### config.mk
export PLATFORM = sky130hd
export DESIGN_NAME = bulk_header_check_and_credit_core_flat
export DESIGN_NICKNAME = d
export VERILOG_FILES = /design/src/bhcc_pkg.sv /design/src/bhcc_ifs.sv /design/src/bulk_header_check_and_credit_core.sv /design/src/flat_wrapper.sv
export VERILOG_INCLUDE_DIRS = /design/src /design/src/src
export SDC_FILE = /design/constraint.sdc
export NUM_CORES = 2
export LEC_CHECK = 0
export BUFFER_PORTS_ARGS = -buffer_cell sky130_fd_sc_hd__buf_2
export CORE_MARGIN = 8
export CORE_UTILIZATION = 30
export DETAILED_ROUTE_END_ITERATION = 8
export MAX_ROUTING_LAYER = met4
export SLEW_MARGIN = 10
export SYNTH_ARGS = -nofsm -noshare
export SYNTH_HDL_FRONTEND = slang
export SYNTH_SLANG_ARGS = --single-unit
### constraint.sdc
create_clock -name clk -period 6.1 [get_ports clk]
set_clock_uncertainty 0.15 [all_clocks]
set_input_delay 1.22 -clock clk [delete_from_list [all_inputs] [get_ports clk]]
set_output_delay 1.22 -clock clk [all_outputs]
set_load 0.05 [all_outputs]
### src/bulk_header_check_and_credit_core_defines.svh
// assertion helpers for the header check and credit core
// clocked on clk, held off while arst_n is low
`ifndef BULK_HEADER_CHECK_AND_CREDIT_CORE_DEFINES_SVH
`define BULK_HEADER_CHECK_AND_CREDIT_CORE_DEFINES_SVH

// same-cycle implication
`define BHCC_ASSERT_NOW(lbl, ante, cons, msg) \
	lbl: assert property (@(posedge clk) disable iff (!arst_n) (ante) |-> (cons)) \
		else $error(msg);

// next-cycle implication
`define BHCC_ASSERT_NXT(lbl, ante, cons, msg) \
	lbl: assert property (@(posedge clk) disable iff (!arst_n) (ante) |=> (cons)) \
		else $error(msg);

`endif

### src/bhcc_pkg.sv
package bhcc_pkg;

	localparam int unsigned VER_W  = 8;
	localparam int unsigned TYPE_W = 8;
	localparam int unsigned RSV_W  = 48;
	localparam int unsigned WORD_W = 64;
	localparam int unsigned LEN_W  = 32;
	localparam int unsigned CODE_W = 3;

	localparam logic [LEN_W-1:0] HDR_BYTES    = LEN_W'(24);
	// largest payload a send may carry: 2^32 - 1 - header
	localparam logic [LEN_W-1:0] MAX_SEND_LEN = {LEN_W{1'b1}} - HDR_BYTES;

	localparam logic [VER_W-1:0] VERSION_RST = VER_W'(1);

	localparam logic [TYPE_W-1:0] TY_START    = TYPE_W'(1);
	localparam logic [TYPE_W-1:0] TY_DATA     = TYPE_W'(2);
	localparam logic [TYPE_W-1:0] TY_COMPLETE = TYPE_W'(3);
	localparam logic [TYPE_W-1:0] TY_ABORT    = TYPE_W'(4);
	localparam logic [TYPE_W-1:0] TY_CREDIT   = TYPE_W'(5);

	localparam logic REQ_RX = 1'b0;
	localparam logic REQ_TX = 1'b1;

	typedef enum logic [CODE_W-1:0] {
		ST_OK      = 3'd0,
		ST_LOSS    = 3'd1,
		ST_INVAL   = 3'd2,
		ST_RANGE   = 3'd3,
		ST_EXHAUST = 3'd4
	} status_t;

	typedef enum logic [CODE_W-1:0] {
		EV_NONE     = 3'd0,
		EV_START    = 3'd1,
		EV_DATA     = 3'd2,
		EV_COMPLETE = 3'd3,
		EV_ABORT    = 3'd4,
		EV_CREDIT   = 3'd5,
		EV_SENT     = 3'd6
	} event_t;

endpackage

### src/bhcc_ifs.sv
// request channel: received header or local send request
interface bhcc_hdr_if;
	import bhcc_pkg::*;

	logic                valid;
	logic                ready;
	logic                req_type;
	logic [VER_W-1:0]    version_byte;
	logic [TYPE_W-1:0]   msg_type;
	logic [RSV_W-1:0]    reserved_bytes;
	logic [WORD_W-1:0]   xfer_tag;
	logic [WORD_W-1:0]   value_word;
	logic [LEN_W-1:0]    byte_length;

	modport source (
		output valid, req_type, version_byte, msg_type, reserved_bytes,
		       xfer_tag, value_word, byte_length,
		input  ready
	);
	modport sink (
		input  valid, req_type, version_byte, msg_type, reserved_bytes,
		       xfer_tag, value_word, byte_length,
		output ready
	);
endinterface

// result channel
interface bhcc_res_if;
	import bhcc_pkg::*;

	logic                valid;
	logic                ready;
	logic [CODE_W-1:0]   status;
	logic [CODE_W-1:0]   event_res;
	logic [WORD_W-1:0]   result_word;
	logic [WORD_W-1:0]   available_credit;

	modport source (
		output valid, status, event_res, result_word, available_credit,
		input  ready
	);
	modport sink (
		input  valid, status, event_res, result_word, available_credit,
		output ready
	);
endinterface

### src/bulk_header_check_and_credit_core.sv
// channel  | dir | word
// ---------+-----+------------------------------------------------------------
// hdr_in   | in  | req_type, version, type, reserved, transfer id, value, length
// res_out  | out | status, event, result word, available remote credit
// cfg      | in  | cfg_we / cfg_wdata, expected version byte
//
// one word accepted every cycle unless the pipeline stalls; a result is valid
// after the input and result registers; credit state updates as a word leaves s1
// arst_n clears credit counters, valids and sets expected version to 1
// a stalled result register holds its word; the input register still takes
// a new word when the result is being taken in the same cycle
`include "bulk_header_check_and_credit_core_defines.svh"

module bulk_header_check_and_credit_core (
	input  logic                      clk,
	input  logic                      arst_n,
	input  logic                      cfg_we,
	input  logic [bhcc_pkg::VER_W-1:0] cfg_wdata,
	bhcc_hdr_if.sink                  hdr_in,
	bhcc_res_if.source                res_out
);
	import bhcc_pkg::*;

	// configuration
	logic [VER_W-1:0] exp_version_q;

	// input register stage
	logic              valid_s1;
	logic              req_type_s1;
	logic [VER_W-1:0]  version_s1;
	logic [TYPE_W-1:0] msg_type_s1;
	logic [RSV_W-1:0]  reserved_s1;
	logic [WORD_W-1:0] tid_s1;
	logic [WORD_W-1:0] value_s1;
	logic [LEN_W-1:0]  blen_s1;

	// result register stage
	logic              valid_s2;
	status_t           status_s2;
	event_t            event_s2;
	logic [WORD_W-1:0] word_s2;
	logic [WORD_W-1:0] avail_s2;

	// credit state; avail_q tracks remote_limit - remote_used
	logic [WORD_W-1:0] local_limit_q, local_used_q;
	logic [WORD_W-1:0] remote_limit_q, remote_used_q;
	logic [WORD_W-1:0] avail_q;

	logic              adv_s1;
	logic              fire_s1;

	// next-state and result values from the logic between s1 and s2
	logic [WORD_W-1:0] local_limit_d, local_used_d;
	logic [WORD_W-1:0] remote_limit_d, remote_used_d, avail_d;
	status_t           status_d;
	event_t            event_d;
	logic [WORD_W-1:0] word_d;

	// decode
	logic              tid_nz, val_nz, plen_z, carry;
	logic              rules_ok, rules_range;
	logic              hdr_bad;
	logic [LEN_W-1:0]  plen;
	logic [WORD_W:0]   val_plus_len;
	logic [WORD_W:0]   grant_sum;

	// handshake: s1 moves on when the result register is free or being drained
	assign adv_s1       = !valid_s2 || res_out.ready;
	assign fire_s1      = valid_s1 && adv_s1;
	assign hdr_in.ready = !valid_s1 || adv_s1;

	always_ff @(posedge clk or negedge arst_n) begin
		if (!arst_n) begin
			exp_version_q <= VERSION_RST;
		end else if (cfg_we) begin
			exp_version_q <= cfg_wdata;
		end
	end

	always_ff @(posedge clk or negedge arst_n) begin
		if (!arst_n) begin
			valid_s1 <= 1'b0;
		end else if (hdr_in.ready) begin
			valid_s1 <= hdr_in.valid;
		end
	end

	always_ff @(posedge clk) begin
		if (hdr_in.ready && hdr_in.valid) begin
			req_type_s1 <= hdr_in.req_type;
			version_s1  <= hdr_in.version_byte;
			msg_type_s1 <= hdr_in.msg_type;
			reserved_s1 <= hdr_in.reserved_bytes;
			tid_s1      <= hdr_in.xfer_tag;
			value_s1    <= hdr_in.value_word;
			blen_s1     <= hdr_in.byte_length;
		end
	end

	// field decode
	always_comb begin
		tid_nz       = (tid_s1 != '0);
		val_nz       = (value_s1 != '0);
		// receive length includes the header; only used once blen >= header
		plen         = (req_type_s1 == REQ_RX) ? (blen_s1 - HDR_BYTES) : blen_s1;
		plen_z       = (plen == '0);
		val_plus_len = {1'b0, value_s1} + {{(WORD_W + 1 - LEN_W){1'b0}}, plen};
		carry        = val_plus_len[WORD_W];
		hdr_bad      = (blen_s1 < HDR_BYTES) || (version_s1 != exp_version_q)
		               || (reserved_s1 != '0);
		grant_sum    = {1'b0, local_limit_q} + {1'b0, value_s1};
	end

	// per-type rules, shared by both directions
	always_comb begin
		rules_ok    = 1'b0;
		rules_range = 1'b0;
		case (msg_type_s1)
			TY_START: begin
				rules_ok = tid_nz && plen_z;
			end
			TY_DATA: begin
				rules_ok    = tid_nz && !plen_z && !carry;
				rules_range = tid_nz && !plen_z && carry;
			end
			TY_COMPLETE: begin
				rules_ok = tid_nz && !val_nz && plen_z;
			end
			TY_ABORT: begin
				rules_ok = tid_nz && !val_nz;
			end
			TY_CREDIT: begin
				rules_ok = !tid_nz && val_nz && plen_z;
			end
			default: begin
				rules_ok = 1'b0;
			end
		endcase
	end

	// status, event and state update
	always_comb begin
		status_d       = ST_OK;
		event_d        = EV_NONE;
		word_d         = value_s1;
		local_limit_d  = local_limit_q;
		local_used_d   = local_used_q;
		remote_limit_d = remote_limit_q;
		remote_used_d  = remote_used_q;
		avail_d        = avail_q;

		if (req_type_s1 == REQ_RX) begin
			if (hdr_bad || !rules_ok) begin
				status_d = ST_LOSS;
			end else if (msg_type_s1 == TY_DATA) begin
				// receiving data consumes one local credit
				if (local_used_q >= local_limit_q) begin
					status_d = ST_LOSS;
				end else begin
					local_used_d = local_used_q + WORD_W'(1);
					event_d      = EV_DATA;
				end
			end else if (msg_type_s1 == TY_CREDIT) begin
				// cumulative grant; a stale one is silently ignored
				if (value_s1 > remote_limit_q) begin
					word_d         = value_s1 - remote_limit_q;
					remote_limit_d = value_s1;
					avail_d        = (value_s1 > remote_used_q) ?
					                 (value_s1 - remote_used_q) : '0;
					event_d        = EV_CREDIT;
				end
			end else begin
				event_d = event_t'(msg_type_s1[CODE_W-1:0]);
			end
		end else begin
			if (blen_s1 > MAX_SEND_LEN) begin
				status_d = ST_RANGE;
			end else if (!rules_ok) begin
				status_d = rules_range ? ST_RANGE : ST_INVAL;
			end else if (msg_type_s1 == TY_DATA) begin
				if (avail_q == '0) begin
					status_d = ST_EXHAUST;
				end else begin
					remote_used_d = remote_used_q + WORD_W'(1);
					avail_d       = avail_q - WORD_W'(1);
					event_d       = EV_SENT;
				end
			end else if (msg_type_s1 == TY_CREDIT) begin
				// new local limit goes out on the wire
				if (grant_sum[WORD_W]) begin
					status_d = ST_RANGE;
				end else begin
					local_limit_d = grant_sum[WORD_W-1:0];
					word_d        = grant_sum[WORD_W-1:0];
					event_d       = EV_SENT;
				end
			end else begin
				event_d = EV_SENT;
			end
		end
	end

	always_ff @(posedge clk or negedge arst_n) begin
		if (!arst_n) begin
			local_limit_q  <= '0;
			local_used_q   <= '0;
			remote_limit_q <= '0;
			remote_used_q  <= '0;
			avail_q        <= '0;
		end else if (fire_s1) begin
			local_limit_q  <= local_limit_d;
			local_used_q   <= local_used_d;
			remote_limit_q <= remote_limit_d;
			remote_used_q  <= remote_used_d;
			avail_q        <= avail_d;
		end
	end

	always_ff @(posedge clk or negedge arst_n) begin
		if (!arst_n) begin
			valid_s2 <= 1'b0;
		end else if (adv_s1) begin
			valid_s2 <= valid_s1;
		end
	end

	always_ff @(posedge clk) begin
		if (fire_s1) begin
			status_s2 <= status_d;
			event_s2  <= event_d;
			word_s2   <= word_d;
			avail_s2  <= avail_d;
		end
	end

	assign res_out.valid            = valid_s2;
	assign res_out.status           = status_s2;
	assign res_out.event_res        = event_s2;
	assign res_out.result_word      = word_s2;
	assign res_out.available_credit = avail_s2;

	// credit bookkeeping and result invariants
	`BHCC_ASSERT_NOW(a_avail_track, 1'b1, avail_q == (remote_limit_q - remote_used_q),
		"available credit out of step with remote counters")
	`BHCC_ASSERT_NOW(a_remote_bound, 1'b1, remote_used_q <= remote_limit_q,
		"remote credit overdrawn")
	`BHCC_ASSERT_NOW(a_local_bound, 1'b1, local_used_q <= local_limit_q,
		"local credit overdrawn")
	`BHCC_ASSERT_NOW(a_err_no_event, valid_s2 && (status_s2 != ST_OK), event_s2 == EV_NONE,
		"error result carries an event")
	`BHCC_ASSERT_NXT(a_state_hold, !fire_s1,
		$stable(local_limit_q) && $stable(remote_limit_q) && $stable(avail_q),
		"credit state changed without a word")

endmodule
### src/flat_wrapper.sv
// flat-port wrapper written by rule: the top's interface ports become plain ports
module bulk_header_check_and_credit_core_flat import bhcc_pkg::*;
  (clk, arst_n, cfg_we, cfg_wdata, hdr_in_valid, hdr_in_req_type, hdr_in_version_byte, hdr_in_msg_type, hdr_in_reserved_bytes, hdr_in_xfer_tag, hdr_in_value_word, hdr_in_byte_length, hdr_in_ready, res_out_valid, res_out_status, res_out_event_res, res_out_result_word, res_out_available_credit, res_out_ready);
  bhcc_hdr_if hdr_in_i ();
  bhcc_res_if res_out_i ();
  input  logic clk;
  input  logic arst_n;
  input  logic cfg_we;
  input  logic [bhcc_pkg::VER_W-1:0] cfg_wdata;
  input wire logic [$bits(hdr_in_i.valid)-1:0] hdr_in_valid;
  input wire logic [$bits(hdr_in_i.req_type)-1:0] hdr_in_req_type;
  input wire logic [$bits(hdr_in_i.version_byte)-1:0] hdr_in_version_byte;
  input wire logic [$bits(hdr_in_i.msg_type)-1:0] hdr_in_msg_type;
  input wire logic [$bits(hdr_in_i.reserved_bytes)-1:0] hdr_in_reserved_bytes;
  input wire logic [$bits(hdr_in_i.xfer_tag)-1:0] hdr_in_xfer_tag;
  input wire logic [$bits(hdr_in_i.value_word)-1:0] hdr_in_value_word;
  input wire logic [$bits(hdr_in_i.byte_length)-1:0] hdr_in_byte_length;
  output wire logic [$bits(hdr_in_i.ready)-1:0] hdr_in_ready;
  output wire logic [$bits(res_out_i.valid)-1:0] res_out_valid;
  output wire logic [$bits(res_out_i.status)-1:0] res_out_status;
  output wire logic [$bits(res_out_i.event_res)-1:0] res_out_event_res;
  output wire logic [$bits(res_out_i.result_word)-1:0] res_out_result_word;
  output wire logic [$bits(res_out_i.available_credit)-1:0] res_out_available_credit;
  input wire logic [$bits(res_out_i.ready)-1:0] res_out_ready;
  assign hdr_in_i.valid = hdr_in_valid;
  assign hdr_in_i.req_type = hdr_in_req_type;
  assign hdr_in_i.version_byte = hdr_in_version_byte;
  assign hdr_in_i.msg_type = hdr_in_msg_type;
  assign hdr_in_i.reserved_bytes = hdr_in_reserved_bytes;
  assign hdr_in_i.xfer_tag = hdr_in_xfer_tag;
  assign hdr_in_i.value_word = hdr_in_value_word;
  assign hdr_in_i.byte_length = hdr_in_byte_length;
  assign hdr_in_ready = hdr_in_i.ready;
  assign res_out_valid = res_out_i.valid;
  assign res_out_status = res_out_i.status;
  assign res_out_event_res = res_out_i.event_res;
  assign res_out_result_word = res_out_i.result_word;
  assign res_out_available_credit = res_out_i.available_credit;
  assign res_out_i.ready = res_out_ready;
  bulk_header_check_and_credit_core u_core (.clk(clk), .arst_n(arst_n), .cfg_we(cfg_we), .cfg_wdata(cfg_wdata), .hdr_in(hdr_in_i), .res_out(res_out_i));
endmodule
==> impl_metrics.json <==
{
  "rsz0062_at_grt": "false",
  "ys_ff_latch": 689,
  "area_growth_pct": 16.98,
  "fp.dieW_um": 400.7,
  "antenna_found_initial": 30,
  "cts_setup_buffers": 0,
  "clkTransAtPathRegs_ns": 0.06,
  "cpPeakStageDelay_ns": 0.51,
  "core_um2": 147300,
  "dpl-instance-area_um2": 49000,
  "ff_latch_area_um2": 19040,
  "fp-row-count": 141,
  "final-setup-viol-count": 0,
  "holdWs_ns": 0.3000,
  "start_util_pct": 30.15,
  "synth_edf_count": 359,
  "hold_path_class": "input port to async pin",
  "multi_input_area_um2": 23620,
  "io_pins": 374,
  "grt_max_degree": 136,
  "numCtsBuffers": 86,
  "end_kind": "register",
  "grt_pass1_wl_mm": 241.4,
  "synth-main-ff-cell": "edfxtp_1",
  "p_leak_nw": 21.53,
  "ys_seq_area_share_pct": 42.87,
  "crit_buf_inv": 1,
  "wl_mm": 163.0,
  "die_h_um": 400.7,
  "fillers": 14890,
  "cellPowerDensity_nw_per_um2": 244.9,
  "syn_nets": 5207,
  "ir_drop_v": 0.0003050,
  "die_area_um2": 160600,
  "outcome": "finished, final reports clean",
  "grt.total_usage_pct": 20.07,
  "dp_hpwl_mm": 124.8,
  "cp-start-kind": "register",
  "path_cells": "ha_1 > nor3_2 > and4_1 > nand2_1 > nor4b_1 > xor2_1 > ha_1 > and4_1 > a221oi_1 > o21a_1 > nor2_1 > a21oi_1 > a32o_2 > nand3_1 > buf_4 > nor3_1 > xor2_1 > a22oi_1 > o21ai_0",
  "cts_resized": 0,
  "postSynthAreaPerCell_um2": 9.499,
  "tightestPinTransition_ns": 1.117,
  "cts.path.max_buffers": 3,
  "overflow": 0,
  "place_congestion": 0.9669,
  "htree_levels": 3,
  "cp_max_fo": 12,
  "fin_crit_sh_pct": 94.02,
  "cp_slowest_cell": "edfxtp_1",
  "final_layout_size_suffix_gt1_share_pct": 15.09,
  "final-max-slew-violation-count": 0,
  "synth_warnings": 0,
  "wl_per_cell_um": 22.99,
  "insertion_delay_ns": 0.73,
  "via_count": 38180,
  "hold_buffers": 0,
  "required_ns": 6.35,
  "clkSinkCount": 689,
  "drtIter0Drc": 3329,
  "grt_pass1_vias": 37410,
  "path_class": "register to register",
  "critPathArrivalTime_ns": 5.98,
  "fmax_mhz": 174.4,
  "slew_headroom_pct": 25.27,
  "port_buffers": 373,
  "cp_top_family": "simple AND/OR/NAND/NOR gates",
  "syn_area_um2": 44410,
  "dr.pass1.iters": 6,
  "routed_via_density": 5.384,
  "fin_area_um2": 51950,
  "yosysUniqueCellTypes": 103,
  "clock-root-buffer": "clkbuf_16",
  "fin_setup_tns_ns": 0,
  "hold_viol": 0,
  "finalNetCount": 5596,
  "fin_crit_ns": 5.735,
  "synth_async_sr_flop_share_pct": 47.90,
  "postRouteAntennaNets": 0,
  "cts_tree": "done",
  "maxCapViolCount": 0,
  "drc": 0,
  "netlist_instances": 4675
}
[cell families after synthesis]
kind of cell    synth area share, %
xor+xnor                      7.712
compound gates                17.26
flops                         42.87
fa+ha+maj                     8.334
buf+inv                       4.074
simple gates                  17.42
mux                           2.322
[cell usage in the layout, fill, tap and decap left out, types with 88 or more instances in the layout]
| master | n |
|---|---|
| xor2_1 | 129 |
| nand4_1 | 128 |
| nor3_1 | 127 |
| a21oi_1 | 367 |
| o21ai_0 | 272 |
| inv_1 | 267 |
| edfxtp_1 | 359 |
| nor2_1 | 318 |
| buf_4 | 114 |
| xnor2_1 | 262 |
| dfrtp_1 | 329 |
| nor4_1 | 93 |
| a21o_1 | 144 |
| clkbuf_16 | 88 |
| nand2_1 | 385 |
| buf_2 | 372 |
| ha_1 | 291 |
| nand3_1 | 159 |
[metal layers]
metal / track usage [%] / up-vias / share of wire (%)
met5: - / - / 0
met4: 6.059 / 0 / 3.4
met3: 5.007 / 291 / 7.9
met2: 31.71 / 1432 / 46
met1: 25.42 / 18430 / 43
li1: - / 18020 / -
[Yosys cell counts, drive strengths merged (10+ instances only)]
master	count	area share, %
mux2i	40	0.90
or3	30	0.42
nand3	162	1.9
nand4	129	1.9
dfrtp	329	19
o22ai	60	0.85
xnor2	262	5.2
o21a	39	0.66
a21oi	367	4.1
nor3	135	1.6
a21boi	12	0.20
nor2b	38	0.54
ha	291	8.2
a31oi	38	0.55
or2	23	0.32
and3	55	0.77
xor2	129	2.5
edfxtp	359	24
o21bai	41	0.69
o32ai	10	0.20
and4	17	0.34
o211ai	23	0.39
mux2	56	1.4
a211oi	62	1.1
nor4	104	1.7
o21ai	277	3.1
or4	14	0.25
buf	57	0.63
o31ai	16	0.28
a21o	144	2.4
nand2	386	3.3
clkbuf	138	1.2
inv	268	2.3
and2	39	0.56
nor2	320	2.7
a221oi	14	0.29
nand2b	34	0.48
a22oi	18	0.30
[sequential cells by signal (all words and copies together) (netlist names), 64 cells and up]
| signal | count |
|---|---|
| u_core.remote_used_q | 64 |
| u_core.local_used_q | 64 |
| u_core.local_limit_q | 64 |
| u_core.value_s1 | 64 |
| u_core.res_out.result_word | 64 |
| u_core.tid_s1 | 64 |
| u_core.remote_limit_q | 64 |
| u_core.avail_q | 64 |
| u_core.res_out.available_credit | 64 |
[per-stage QoR]
step	instances	worst slack, ns	power (W)	utilization [%]
2_1_floorplan	4675	0.9563	0.006757	-
3_3_place_gp	6906	0.4589	0.007488	33.26
3_5_place_dp	6906	0.5127	0.007505	33.26
4_1_cts	7066	0.4773	0.01284	35.22
5_1_grt	7089	0.05146	0.01319	35.26
6_report	7090	0.3650	0.01272	35.26
[path summary, 6_finish.rpt]
check | slack, ns | endpoint | cells past startpoint | from
min in group clk | 0.32 | u_core.remote_used_q[30]$_DFFE_PN0P_ | 1 | u_core.remote_used_q[30]$_DFFE_PN0P_
max in group asynchronous | 4.22 | u_core.remote_limit_q[59]$_DFFE_PN0P_ | 2 | arst_n
worst max register to register | 0.36 | u_core.res_out.available_credit[53]$_DFFE_PP_ | 19 | u_core.blen_s1[3]$_DFFE_PP_
worst min register to register | 0.32 | u_core.remote_used_q[30]$_DFFE_PN0P_ | 1 | u_core.remote_used_q[30]$_DFFE_PN0P_
worst min-delay path | 0.30 | u_core.local_limit_q[12]$_DFFE_PN0P_ | 1 | arst_n
worst max-delay path | 0.36 | u_core.res_out.available_credit[53]$_DFFE_PP_ | 19 | u_core.blen_s1[3]$_DFFE_PP_
[where the power goes]
part | internal, W | total, W | leakage, nW | switching [W]
logic | 0.000617 | 0.00188 | 12.6 | 0.00126
registers | 0.00522 | 0.00555 | 7.50 | 0.000328
clock network | 0.00307 | 0.00530 | 1.41 | 0.00223
[final cells by class]
class                           instances  area share (%)
Tap cell                             1930           4.649
Inverter                              269           1.958
Clock buffer                          113           4.555
Multi-Input combinational cell       3522           45.46
Sequential cell                       689           36.65
Antenna cell                           24          0.1156
Timing Repair Buffer                  496           5.607
Clock inverter                         47           1.004
Note: power is estimated with default switching activity, not from simulation.
